`config.mk`:
```
export PLATFORM = sky130hd
export DESIGN_NAME = psg_tone_noise_generator
export DESIGN_NICKNAME = d
export VERILOG_FILES = /design/src/hdl/psg_pkg.sv /design/src/hdl/psg_tone.sv /design/src/hdl/psg_noise.sv /design/src/hdl/psg_tone_noise_generator.sv
export SDC_FILE = /design/constraint.sdc
export NUM_CORES = 1
export LEC_CHECK = 0
export BUFFER_PORTS_ARGS = -buffer_cell sky130_fd_sc_hd__buf_2
export CAP_MARGIN = 20
export CORE_MARGIN = 8
export CORE_UTILIZATION = 45
export CTS_BUF_LIST = sky130_fd_sc_hd__clkbuf_4 sky130_fd_sc_hd__clkbuf_8
export DETAILED_ROUTE_END_ITERATION = 8
export PLACE_DENSITY = 0.7
export SETUP_SLACK_MARGIN = 0.3
export SLEW_MARGIN = 30
export SYNTH_ARGS = -nofsm -noshare
export SYNTH_HDL_FRONTEND = slang
export SYNTH_SLANG_ARGS = --single-unit
```
`constraint.sdc`:
```
create_clock -name i_clk -period 3 [get_ports i_clk]
set_input_delay 0.6 -clock i_clk [delete_from_list [all_inputs] [get_ports i_clk]]
set_output_delay 0.6 -clock i_clk [all_outputs]
set_load 0.1 [all_outputs]
```
`src/hdl/psg_pkg.sv`:
```
// Shared types and constants for the three-tone, one-noise sound generator.
// No dependencies; every other file in hdl/ but psg_checker.sv imports this package.
package psg_pkg;

    localparam int NumTones    = 3;
    localparam int ToneWidth   = 10;
    localparam int NoiseCntW   = 7;
    localparam int ShiftWidth  = 16;
    localparam int LenWidth    = 5;
    localparam int ReadyWidth  = 6;
    localparam int AttenWidth  = 4;
    localparam int PreWidth    = 16;

    localparam int CmdLatchBit = 7;

    localparam logic [ReadyWidth-1:0] ReadyLoad     = 6'd32;
    localparam logic [PreWidth-1:0]   TickDivReset  = 16'd16;
    localparam logic [ShiftWidth-1:0] TapsReset     = 16'd9;
    localparam logic [LenWidth-1:0]   LenReset      = 5'd16;
    localparam logic [ShiftWidth-1:0] SeedReset     = 16'd32768;
    localparam logic [1:0]            NoiseVoice    = 2'd3;

    typedef enum logic {
        OpWrite = 1'b0,
        OpTick  = 1'b1
    } t_op;

    typedef enum logic [1:0] {
        CfgTickDivider = 2'd0,
        CfgNoiseTaps   = 2'd1,
        CfgShiftLength = 2'd2,
        CfgShiftSeed   = 2'd3
    } t_cfg_idx;

    typedef struct packed {
        logic step;
        logic wr_lo;
        logic wr_hi;
    } t_tone_ctl;

    typedef struct packed {
        logic step;
        logic mode_wr;
    } t_noise_ctl;

    // Noise rate select: 16, 32 or 64 steps, or clocked from tone 2.
    function automatic logic [NoiseCntW-1:0] noise_rate(input logic [1:0] sel);
        logic [NoiseCntW-1:0] rate;
        unique case (sel)
            2'd0:    rate = 7'h10;
            2'd1:    rate = 7'h20;
            2'd2:    rate = 7'h40;
            default: rate = 7'h00;
        endcase
        return rate;
    endfunction

endpackage

```
`src/hdl/psg_tone.sv`:
```
// One square-wave tone voice: period register, down counter and output bit.
// Depends on psg_pkg.
module psg_tone (
    input  logic                i_clk,
    input  logic                i_rst_n,
    input  psg_pkg::t_tone_ctl  i_ctl,
    input  logic [7:0]          i_data,
    output logic                o_next_bit
);
    import psg_pkg::*;

    logic [ToneWidth-1:0] r_period, n_period;
    logic [ToneWidth-1:0] r_count,  n_count;
    logic                 r_out,    n_out;
    logic [ToneWidth-1:0] count_dec;

    always_comb begin
        n_period  = r_period;
        n_count   = r_count;
        n_out     = r_out;
        count_dec = r_count - 1'b1;
        if (i_ctl.wr_lo) begin
            n_period = {r_period[ToneWidth-1:4], i_data[3:0]};
        end else if (i_ctl.wr_hi) begin
            n_period = {i_data[5:0], r_period[3:0]};
        end else if (i_ctl.step) begin
            // A period of 0 or 1 parks the output high without counting.
            if (r_period <= ToneWidth'(1)) begin
                n_out = 1'b1;
            end else if (count_dec == '0) begin
                n_count = r_period;
                n_out   = ~r_out;
            end else begin
                n_count = count_dec;
            end
        end
    end

    always_ff @(posedge i_clk) begin
        if (!i_rst_n) begin
            r_period <= '0;
            r_count  <= '0;
            r_out    <= 1'b0;
        end else begin
            r_period <= n_period;
            r_count  <= n_count;
            r_out    <= n_out;
        end
    end

    assign o_next_bit = n_out;

endmodule

```
`src/hdl/psg_noise.sv`:
```
// Noise voice: rate counter, edge detect on tone 2 and configurable shift register.
// Depends on psg_pkg.
module psg_noise (
    input  logic                          i_clk,
    input  logic                          i_rst_n,
    input  psg_pkg::t_noise_ctl           i_ctl,
    input  logic [2:0]                    i_mode,
    input  logic                          i_tone2,
    input  logic [psg_pkg::ShiftWidth-1:0] i_taps,
    input  logic [psg_pkg::LenWidth-1:0]   i_len,
    input  logic [psg_pkg::ShiftWidth-1:0] i_seed,
    output logic                          o_next_bit
);
    import psg_pkg::*;

    logic                  r_white,  n_white;
    logic [NoiseCntW-1:0]  r_period, n_period;
    logic [NoiseCntW-1:0]  r_count,  n_count;
    logic                  r_phase,  n_phase;
    logic                  r_last,   n_last;
    logic [ShiftWidth-1:0] r_shift,  n_shift;
    logic [NoiseCntW-1:0]  count_dec;
    logic [3:0]            top_pos;
    logic                  feedback;
    logic [ShiftWidth-1:0] shifted;
    logic                  do_shift;

    // Feedback enters at bit length-1, with the length clamped to 1..16.
    always_comb begin
        if (i_len == '0) begin
            top_pos = 4'd0;
        end else if (i_len > LenWidth'(ShiftWidth)) begin
            top_pos = 4'(ShiftWidth - 1);
        end else begin
            top_pos = 4'(i_len - 1'b1);
        end
        feedback = r_white ? ^(r_shift & i_taps) : r_shift[0];
        shifted  = (r_shift >> 1) | (ShiftWidth'(feedback) << top_pos);
    end

    always_comb begin
        n_white   = r_white;
        n_period  = r_period;
        n_count   = r_count;
        n_phase   = r_phase;
        n_last    = r_last;
        n_shift   = r_shift;
        do_shift  = 1'b0;
        count_dec = r_count - 1'b1;
        if (i_ctl.mode_wr) begin
            n_white  = i_mode[2];
            n_period = noise_rate(i_mode[1:0]);
            n_count  = noise_rate(i_mode[1:0]);
            n_shift  = i_seed;
        end else if (i_ctl.step) begin
            if (r_period == '0) begin
                do_shift = !r_last && i_tone2;
                n_last   = i_tone2;
            end else if (count_dec == '0) begin
                n_count  = r_period;
                n_phase  = ~r_phase;
                do_shift = ~r_phase;
            end else begin
                n_count = count_dec;
            end
            if (do_shift) begin
                n_shift = shifted;
            end
        end
    end

    always_ff @(posedge i_clk) begin
        if (!i_rst_n) begin
            r_white  <= 1'b0;
            r_period <= '0;
            r_count  <= '0;
            r_phase  <= 1'b0;
            r_last   <= 1'b0;
            r_shift  <= SeedReset;
        end else begin
            r_white  <= n_white;
            r_period <= n_period;
            r_count  <= n_count;
            r_phase  <= n_phase;
            r_last   <= n_last;
            r_shift  <= n_shift;
        end
    end

    assign o_next_bit = n_shift[0];

endmodule

```
`src/hdl/psg_tone_noise_generator.sv`:
```
// Top level of the three-tone, one-noise sound generator: input register,
// command decode, prescaler, attenuations and result register.
// Depends on psg_pkg, psg_tone and psg_noise.
//
//   Channel   Direction  Handshake                 Payload
//   input     in         i_in_valid / o_in_ready   i_operation, i_data_byte
//   result    out        o_out_valid / i_out_ready o_tone*_bit, o_noise_bit,
//                                                  o_atten0..3, o_busy_count
//   config    in         i_cfg_we (no wait)        i_cfg_index, i_cfg_data
//
// One transaction per cycle when the output is not stalled: each item is held
// in the input register and then writes the latched voice or attenuation, or steps
// the prescaler and voices, in a single pass into the result register.
// Reset is synchronous and active low and returns all control and voice state to its reset values.
// A stall on the result side holds the result register; the input register
// still takes a transaction while it is empty; o_in_ready drops once it is full.
module psg_tone_noise_generator (
    input  logic        i_clk,
    input  logic        i_rst_n,
    input  logic        i_in_valid,
    output logic        o_in_ready,
    input  logic        i_operation,
    input  logic [7:0]  i_data_byte,
    output logic        o_out_valid,
    input  logic        i_out_ready,
    output logic        o_tone0_bit,
    output logic        o_tone1_bit,
    output logic        o_tone2_bit,
    output logic        o_noise_bit,
    output logic [3:0]  o_atten0,
    output logic [3:0]  o_atten1,
    output logic [3:0]  o_atten2,
    output logic [3:0]  o_atten3,
    output logic [5:0]  o_busy_count,
    input  logic        i_cfg_we,
    input  logic [1:0]  i_cfg_index,
    input  logic [15:0] i_cfg_data
);
    import psg_pkg::*;

    // Configuration registers.
    logic [PreWidth-1:0]   r_tick_div;
    logic [ShiftWidth-1:0] r_taps;
    logic [LenWidth-1:0]   r_len;
    logic [ShiftWidth-1:0] r_seed;

    // Input register.
    logic       r_s1_vld;
    t_op        r_s1_op;
    logic [7:0] r_s1_data;

    // Control state.
    logic [1:0]            r_latch_voice, n_latch_voice;
    logic                  r_latch_atten, n_latch_atten;
    logic [AttenWidth-1:0] r_atten [NumTones+1];
    logic [AttenWidth-1:0] n_atten [NumTones+1];
    logic [ReadyWidth-1:0] r_ready, n_ready;
    logic [PreWidth-1:0]   r_pre, n_pre;
    logic [PreWidth-1:0]   pre_dec;

    // Result register.
    logic                  r_out_vld;
    logic [NumTones-1:0]   r_out_tone;
    logic                  r_out_noise;
    logic [AttenWidth-1:0] r_out_atten [NumTones+1];
    logic [ReadyWidth-1:0] r_out_busy;

    t_tone_ctl           tone_ctl [NumTones];
    t_noise_ctl          noise_ctl;
    logic [NumTones-1:0] tone_next;
    logic                noise_next;
    logic                adv;

    assign adv        = r_s1_vld && (!r_out_vld || i_out_ready);
    assign o_in_ready = !r_s1_vld || adv;

    always_comb begin
        n_latch_voice = r_latch_voice;
        n_latch_atten = r_latch_atten;
        n_atten       = r_atten;
        n_ready       = r_ready;
        n_pre         = r_pre;
        pre_dec       = r_pre - 1'b1;
        noise_ctl     = '0;
        for (int i = 0; i < NumTones; i++) begin
            tone_ctl[i] = '0;
        end
        if (adv) begin
            unique case (r_s1_op)
                OpWrite: begin
                    if (r_s1_data[CmdLatchBit]) begin
                        n_latch_voice = r_s1_data[6:5];
                        n_latch_atten = r_s1_data[4];
                    end
                    if (n_latch_atten) begin
                        n_atten[n_latch_voice] = r_s1_data[3:0];
                    end else if (n_latch_voice == NoiseVoice) begin
                        noise_ctl.mode_wr = 1'b1;
                    end else begin
                        for (int i = 0; i < NumTones; i++) begin
                            if (n_latch_voice == 2'(i)) begin
                                tone_ctl[i].wr_lo = r_s1_data[CmdLatchBit];
                                tone_ctl[i].wr_hi = !r_s1_data[CmdLatchBit];
                            end
                        end
                    end
                    n_ready = ReadyLoad;
                end
                OpTick: begin
                    if (r_ready != '0) begin
                        n_ready = r_ready - 1'b1;
                    end
                    n_pre = pre_dec;
                    if (pre_dec == '0) begin
                        n_pre          = r_tick_div;
                        noise_ctl.step = 1'b1;
                        for (int i = 0; i < NumTones; i++) begin
                            tone_ctl[i].step = 1'b1;
                        end
                    end
                end
            endcase
        end
    end

    for (genvar g = 0; g < NumTones; g++) begin : g_tone
        psg_tone u_tone (
            .i_clk      (i_clk),
            .i_rst_n    (i_rst_n),
            .i_ctl      (tone_ctl[g]),
            .i_data     (r_s1_data),
            .o_next_bit (tone_next[g])
        );
    end

    // The noise voice sees tone 2 after this step's update.
    psg_noise u_noise (
        .i_clk      (i_clk),
        .i_rst_n    (i_rst_n),
        .i_ctl      (noise_ctl),
        .i_mode     (r_s1_data[2:0]),
        .i_tone2    (tone_next[NumTones-1]),
        .i_taps     (r_taps),
        .i_len      (r_len),
        .i_seed     (r_seed),
        .o_next_bit (noise_next)
    );

    always_ff @(posedge i_clk) begin
        if (!i_rst_n) begin
            r_tick_div    <= TickDivReset;
            r_taps        <= TapsReset;
            r_len         <= LenReset;
            r_seed        <= SeedReset;
            r_s1_vld      <= 1'b0;
            r_out_vld     <= 1'b0;
            r_latch_voice <= '0;
            r_latch_atten <= 1'b0;
            r_ready       <= '0;
            r_pre         <= TickDivReset;
            for (int i = 0; i <= NumTones; i++) begin
                r_atten[i] <= '0;
            end
        end else begin
            if (i_cfg_we) begin
                unique case (t_cfg_idx'(i_cfg_index))
                    CfgTickDivider: r_tick_div <= i_cfg_data;
                    CfgNoiseTaps:   r_taps     <= i_cfg_data;
                    CfgShiftLength: r_len      <= i_cfg_data[LenWidth-1:0];
                    CfgShiftSeed:   r_seed     <= i_cfg_data;
                endcase
            end
            if (o_in_ready) begin
                r_s1_vld <= i_in_valid;
            end
            if (adv) begin
                r_out_vld <= 1'b1;
            end else if (i_out_ready) begin
                r_out_vld <= 1'b0;
            end
            r_latch_voice <= n_latch_voice;
            r_latch_atten <= n_latch_atten;
            r_ready       <= n_ready;
            r_pre         <= n_pre;
            r_atten       <= n_atten;
        end
    end

    // Payload registers.
    always_ff @(posedge i_clk) begin
        if (o_in_ready && i_in_valid) begin
            r_s1_op   <= t_op'(i_operation);
            r_s1_data <= i_data_byte;
        end
        if (adv) begin
            r_out_tone  <= tone_next;
            r_out_noise <= noise_next;
            r_out_atten <= n_atten;
            r_out_busy  <= n_ready;
        end
    end

    assign o_out_valid  = r_out_vld;
    assign o_tone0_bit  = r_out_tone[0];
    assign o_tone1_bit  = r_out_tone[1];
    assign o_tone2_bit  = r_out_tone[2];
    assign o_noise_bit  = r_out_noise;
    assign o_atten0     = r_out_atten[0];
    assign o_atten1     = r_out_atten[1];
    assign o_atten2     = r_out_atten[2];
    assign o_atten3     = r_out_atten[3];
    assign o_busy_count = r_out_busy;

endmodule

```
Word level (Yosys, flattened, before mapping)
Cells that the tools add are included.
{"block": "classes", "add_sub_neg": 7, "mul": 0, "div": 0, "n_lt_le_gt_ge": 6, "eq_ne": 9, "n_shift": 1, "muxes": 73, "bitwise_logic": 19, "reduce_logical": 41}
{"operator": "$mux W16", "n": 7}
{"operator": "$mux W2", "n": 16}
{"operator": "$le A10 B1 Y1 const B", "n": 3}
{"operator": "$logic_not A10 Y1", "n": 3}
{"operator": "$mux W1", "n": 30}
{"operator": "$mux W10", "n": 3}
{"operator": "$sub A10 B1 Y10 const B", "n": 3}
{"operator": "$mux W7", "n": 4}
{"operator": "$mux W4", "n": 6}
{"operator": "$reduce_and A2 Y1", "n": 11}
{"operator": "$pmux W7 S3", "n": 1}
{"operator": "$and A16 B16 Y16", "n": 1}
{"operator": "$bwmux W16", "n": 1}
{"operator": "$logic_not A16 Y1", "n": 1}
{"operator": "$not A1 Y1", "n": 16}
{"operator": "$or A15 B16 Y16", "n": 1}
{"operator": "$reduce_and A4 Y1", "n": 4}
{"operator": "$reduce_xor A16 Y1", "n": 1}
{"operator": "$shl A1 B4 Y16", "n": 1}
{"operator": "$sub A16 B1 Y16 const B", "n": 1}
{"operator": "$logic_not A7 Y1", "n": 2}
{"operator": "$mux W6", "n": 2}
{"operator": "$pmux W6 S2", "n": 1}
{"operator": "$eq A2 B2 Y1 const B", "n": 5}
{"operator": "19 further kinds", "n": 32}
{"block": "totals", "register_bits": 227, "latch_bits": 0, "ramBits": 0, "mem_bits_ro": 0, "input_bits": 32, "output_inout_bits": 28, "word_cells": 198, "n_memories": 0}

Logic depth before layout (Yosys ltp)
{"block": "logic_depth", "ltp_word": 20, "depth_mapped": 12}

Modules after synthesis
Synthesis repeated with hierarchy kept, for this count alone.
{"block": "unflattened", "hier_cells": 1284, "area_unflattened_um2": 11293.3}
{"module": "psg_tone_noise_generator", "n_inst": 1, "cells_per_inst": 574, "area_each_um2": 5569.1, "seq_area_each_um2": 2972.9}
{"module": "psg_tone", "n_inst": 3, "cells_per_inst": 147, "area_each_um2": 1249.9, "seq_area_each_um2": 420.4}
{"module": "psg_noise", "n_inst": 1, "cells_per_inst": 269, "area_each_um2": 1974.4, "seq_area_each_um2": 580.6}

Least setup slack after synthesis
No wires, ideal clock.
{"block": "synth_path", "kind": "reg-to-reg", "start": "reg r_out_vld, in the netlist o_out_valid", "end": "reg r_pre[6]", "setup_ps": 115, "arrival_ps": 3204, "t_required_ps": 2885, "slack_ps": -319, "path_stages_with_launch": 10, "cell_sequence": "dfxtp_1 -> nor2b_1 -> nand2b_1 -> clkbuf_1 -> inv_1 -> nand2_1 -> clkbuf_1 -> clkbuf_1 -> o22ai_1 -> and2_1"}
{"block": "synth_via", "elab_chain_cells": 4}
{"element": "from (decl)", "line_no": "psg_tone_noise_generator.sv:62", "source": "logic r_out_vld;"}
{"element": "from (signal assigned)", "line_no": "psg_tone_noise_generator.sv:156", "source": "r_out_vld <= 1'b0;"}
{"element": "from (signal assigned)", "line_no": "psg_tone_noise_generator.sv:177", "source": "r_out_vld <= 1'b1;"}
{"element": "from (signal assigned)", "line_no": "psg_tone_noise_generator.sv:179", "source": "r_out_vld <= 1'b0;"}
{"element": "$logic_not A1 Y1", "line_no": "psg_tone_noise_generator.sv:74", "source": "assign adv = r_s1_vld && (!r_out_vld || i_out_ready);"}
{"element": "$logic_or A1 B1 Y1", "line_no": "psg_tone_noise_generator.sv:74"}
{"element": "$logic_and A1 B1 Y1", "line_no": "psg_tone_noise_generator.sv:74"}
{"element": "via adv", "line_no": "psg_tone_noise_generator.sv:72", "source": "logic adv;"}
{"element": "$reduce_and A2 Y1 (no line)"}
{"element": "to (signal assigned)", "line_no": "psg_tone_noise_generator.sv:160", "source": "r_pre <= TickDivReset;"}
{"element": "to (signal assigned)", "line_no": "psg_tone_noise_generator.sv:184", "source": "r_pre <= n_pre;"}
{"element": "to (decl)", "line_no": "psg_tone_noise_generator.sv:58", "source": "logic [PreWidth-1:0] r_pre, n_pre;"}
The timed path passes the listed nets, and every way through them passes these cells.
A chain may end at the register's enable or synchronous reset.

Worst setup path in the final report
{"block": "layout_path", "start": "reg r_pre[1]", "end": "reg r_pre[12]"}
{"block": "layout_via", "elab_chain_cells": 3}
{"element": "$sub A16 B1 Y16 *", "line_no": "psg_tone_noise_generator.sv:83", "source": "pre_dec = r_pre - 1'b1;"}
{"element": "$logic_not A16 Y1", "line_no": "psg_tone_noise_generator.sv:114", "source": "if (pre_dec == '0) begin"}
{"element": "$mux W16 *", "line_no": "psg_tone_noise_generator.sv:114"}
Every way passes the cells marked *; elsewhere a longest branch is shown, timed or not.

==> flow_metrics.py <==
metrics = {
    "timing": {
        "hold_ws_ns": 0.255,
        "hold_viol": 0,
        "min_period_ns": 3.08,
        "drv_slew": 0,
        "post-route-period-util_pct": 103,
        "finalSetupViolCount": 13,
        "rsz0062_at_grt": "yes",
        "slew_headroom_pct": 35.3,
        "fin_ws_ns": -0.0817,
        "final.setup_skew_ns": 0.0197,
        "worstMarginPinSlew_ns": 0.961,
        "achievable-frequency_mhz": 324,
        "finalSetupTns_ns": -0.428,
    },
    "floorplanning": {
        "fp-row-count": 56,
        "dieArea_sq_um": 28500,
        "fp.dieW_um": 169,
        "die_h_um": 169,
        "start_util_pct": 45.3,
        "ios": 60,
        "core_sq_um": 23200,
    },
    "power": {
        "power.density_nw_per_um2": 498,
        "vdd_drop_max_mv": 0.351,
        "p_leak_nw": 4.92,
    },
    "clock_network": {
        "cts_made_buffers": 37,
        "clkLatencyLatePin_ns": 0.53,
        "htree_levels": 2,
        "clk_path_buf_depth": 3,
        "cts_num_sinks": 223,
        "cts_root_buffer": "clkbuf_8",
        "clk_pin_slew_ns": 0.06,
        "cts_tree": "done",
    },
    "place": {
        "port-buffer-count": 59,
        "gp_congestion": 0.886,
        "pre_cts_slack_ns": -0.0308,
        "hpwl_um": 18900,
    },
    "global_routing": {
        "grt_max_degree": 42,
        "grt_pass1_vias": 9166,
        "grt_pass1_wl_um": 45700,
        "grt_usage_pct": 19.2,
        "overflow": 0,
        "antenna_found_initial": 0,
    },
    "finish": {
        "most-common-layout-cells": "210 x nand2_1, 185 x dfxtp_1, 126 x a21oi_1, 73 x buf_4, 69 x nor2_1",
        "area_growth_pct": 27.6,
        "final_common_cell": "nand2_1",
        "final_nets": 1416,
        "drive_gt1_share_pct": 27.6,
        "diodes": 0,
    },
    "detailed_routing": {
        "ant_nets": 0,
        "dr.pass1.iters": 6,
        "wl_met2_um": 14300,
        "drc_errors": 0,
        "top_layer": "met4",
        "vias": 9668,
        "viasPerCell": 5.63,
        "wl_met3_um": 1740,
        "m1WireLength_um": 12700,
        "wl_per_cell_um": 17.1,
        "wirelength_um": 29400,
        "drt_iter0_drc": 623,
    },
    "synth": {
        "async_reset_ff_share_pct": 0,
        "synthesis.nets": 1285,
        "synth-main-ff-cell": "dfxtp_1",
        "avgSynthCellArea_sq_um": 8.47,
        "synth_cells": 1240,
        "syn_area_sq_um": 10500,
        "seq_area_frac_synth_pct": 45.8,
        "synth.distinct_cells": 77,
        "synth_edf_count": 35,
        "synth_warnings": 0,
        "synth.ff_latch_count": 223,
    },
    "setup_path": {
        "cp_max_fo": 5,
        "start_kind": "register",
        "r2r_slack_ns": -0.08,
        "critPathCaptureType": "register",
        "cp.arrival_ns": 3.54,
        "required_ns": 3.45,
        "crit_type": "register to register",
    },
    "status": {
        "outcome": "complete, but fails checks",
        "violations": "setup timing",
    },
    "min_path": {
        "hold_class": "input port to register",
    },
    "flow_run": {
        "cap_violations": 0,
    },
}
[through the flow]
stage | instances | area (sq um) | total power, mW | util, %
final | 1718 | 13400 | 6.67 | 57.8
after global placement | 1602 | 11400 | 3.71 | 49.2
after CTS | 1695 | 12700 | 6.66 | 54.8
after detailed placement | 1602 | 11400 | 3.72 | 49.2
after global routing | 1718 | 13400 | 6.89 | 57.8
after floorplan | 1240 | 10600 | 3.56 | -
[timing repair]
item | 4_1_cts | 5_1_grt
setup buffers | 24 | 21
gates cloned | 2 | 2
resized for setup | 56 | 129
hold buffers | 0 | 0
pin swaps | 38 | 62
endpoints found under the setup margin | 70 | 76
[worst max-delay path, stage by stage (launching register included)]
cell and delay, ns:
dfxtp_4 0.39, inv_4 0.05, ha_4 0.15, or3b_4 0.28, o21ai_0 0.22, a211o_1 0.43
a2111o_1 0.52, nor2_4 0.20, buf_6 0.13, buf_12 0.12, a21oi_2 0.05, or3_1 0.34
a21oi_2 0.14
[synthesized netlist by cell type, types with 15 or more instances]
master / instances / area, sq um
clkbuf_1: 58 / 218
o21ai_1: 15 / 75.1
a21oi_1: 145 / 726
nand2_1: 221 / 830
dfxtp_1: 188 / 3760
edfxtp_1: 35 / 1050
xnor2_1: 21 / 184
nor3_1: 32 / 160
and2_1: 30 / 188
mux2_2: 16 / 180
mux2i_1: 24 / 240
o21ai_0: 63 / 315
inv_1: 25 / 93.8
nor2_1: 74 / 278
nand3_1: 54 / 270
a31oi_1: 20 / 125
[cells by family (layout without fill, tap and decap cells)]
| kind of cell | Yosys count | after routing | synth area share, % |
|---|---|---|---|
| XOR/XNOR | 33 | 33 | 2.82 |
| adder cells (fa/ha/maj) | 14 | 14 | 1.64 |
| multiplexers | 40 | 40 | 4.00 |
| AND/OR/NAND/NOR | 518 | 518 | 24.3 |
| flip-flops | 223 | 223 | 45.8 |
| AO/OA/AOI/OAI | 321 | 321 | 18.0 |
| buffers and inverters | 91 | 250 | 3.36 |
[cell type report]
| class | count | area [sq um] |
|---|---|---|
| Clock inverter | 8 | 91.3 |
| Tap cell | 319 | 399 |
| Inverter | 25 | 104 |
| Clock buffer | 59 | 737 |
| Multi-Input combinational cell | 926 | 6050 |
| Fill cell | 1970 | 9790 |
| Timing Repair Buffer | 158 | 1190 |
| Sequential cell | 223 | 4830 |
[registers in the layout, summed over array words and instances (netlist names), 7 cells and up]
| signal | count |
|---|---|
| r_taps | 16 |
| r_s1_data | 8 |
| u_noise.r_shift | 16 |
| u_noise.r_count | 7 |
| r_seed | 16 |
| r_tick_div | 16 |
| g_tone.u_tone.r_count | 30 |
| g_tone.u_tone.r_period | 30 |
| r_pre | 16 |
| r_atten | 16 |
[report_power, final]
part	total (mW)	leakage [nW]	internal, mW	switching [mW]
sequential	3.16	1.86	3.10	0.0653
clock	2.94	0.439	1.73	1.21
combinational	0.563	2.62	0.174	0.388
total	6.67	4.92	5.00	1.66
[layer usage]
metal / up-vias / GRT usage, %
li1: 4697 / -
met2: 310 / 32.9
met5: - / 0
met1: 4596 / 24.0
met3: 65 / 3.91
met4: 0 / 5.94
[final timing paths]
path,from,to,depth (start not counted)
hold reg to reg,r_taps[2],r_taps[2],2
setup reg to reg,r_pre[1],r_pre[12],12
setup / recovery,r_pre[1],r_pre[12],12
hold / removal,i_data_byte[1],r_s1_data[1],1
(Power assumes the default switching activity.)
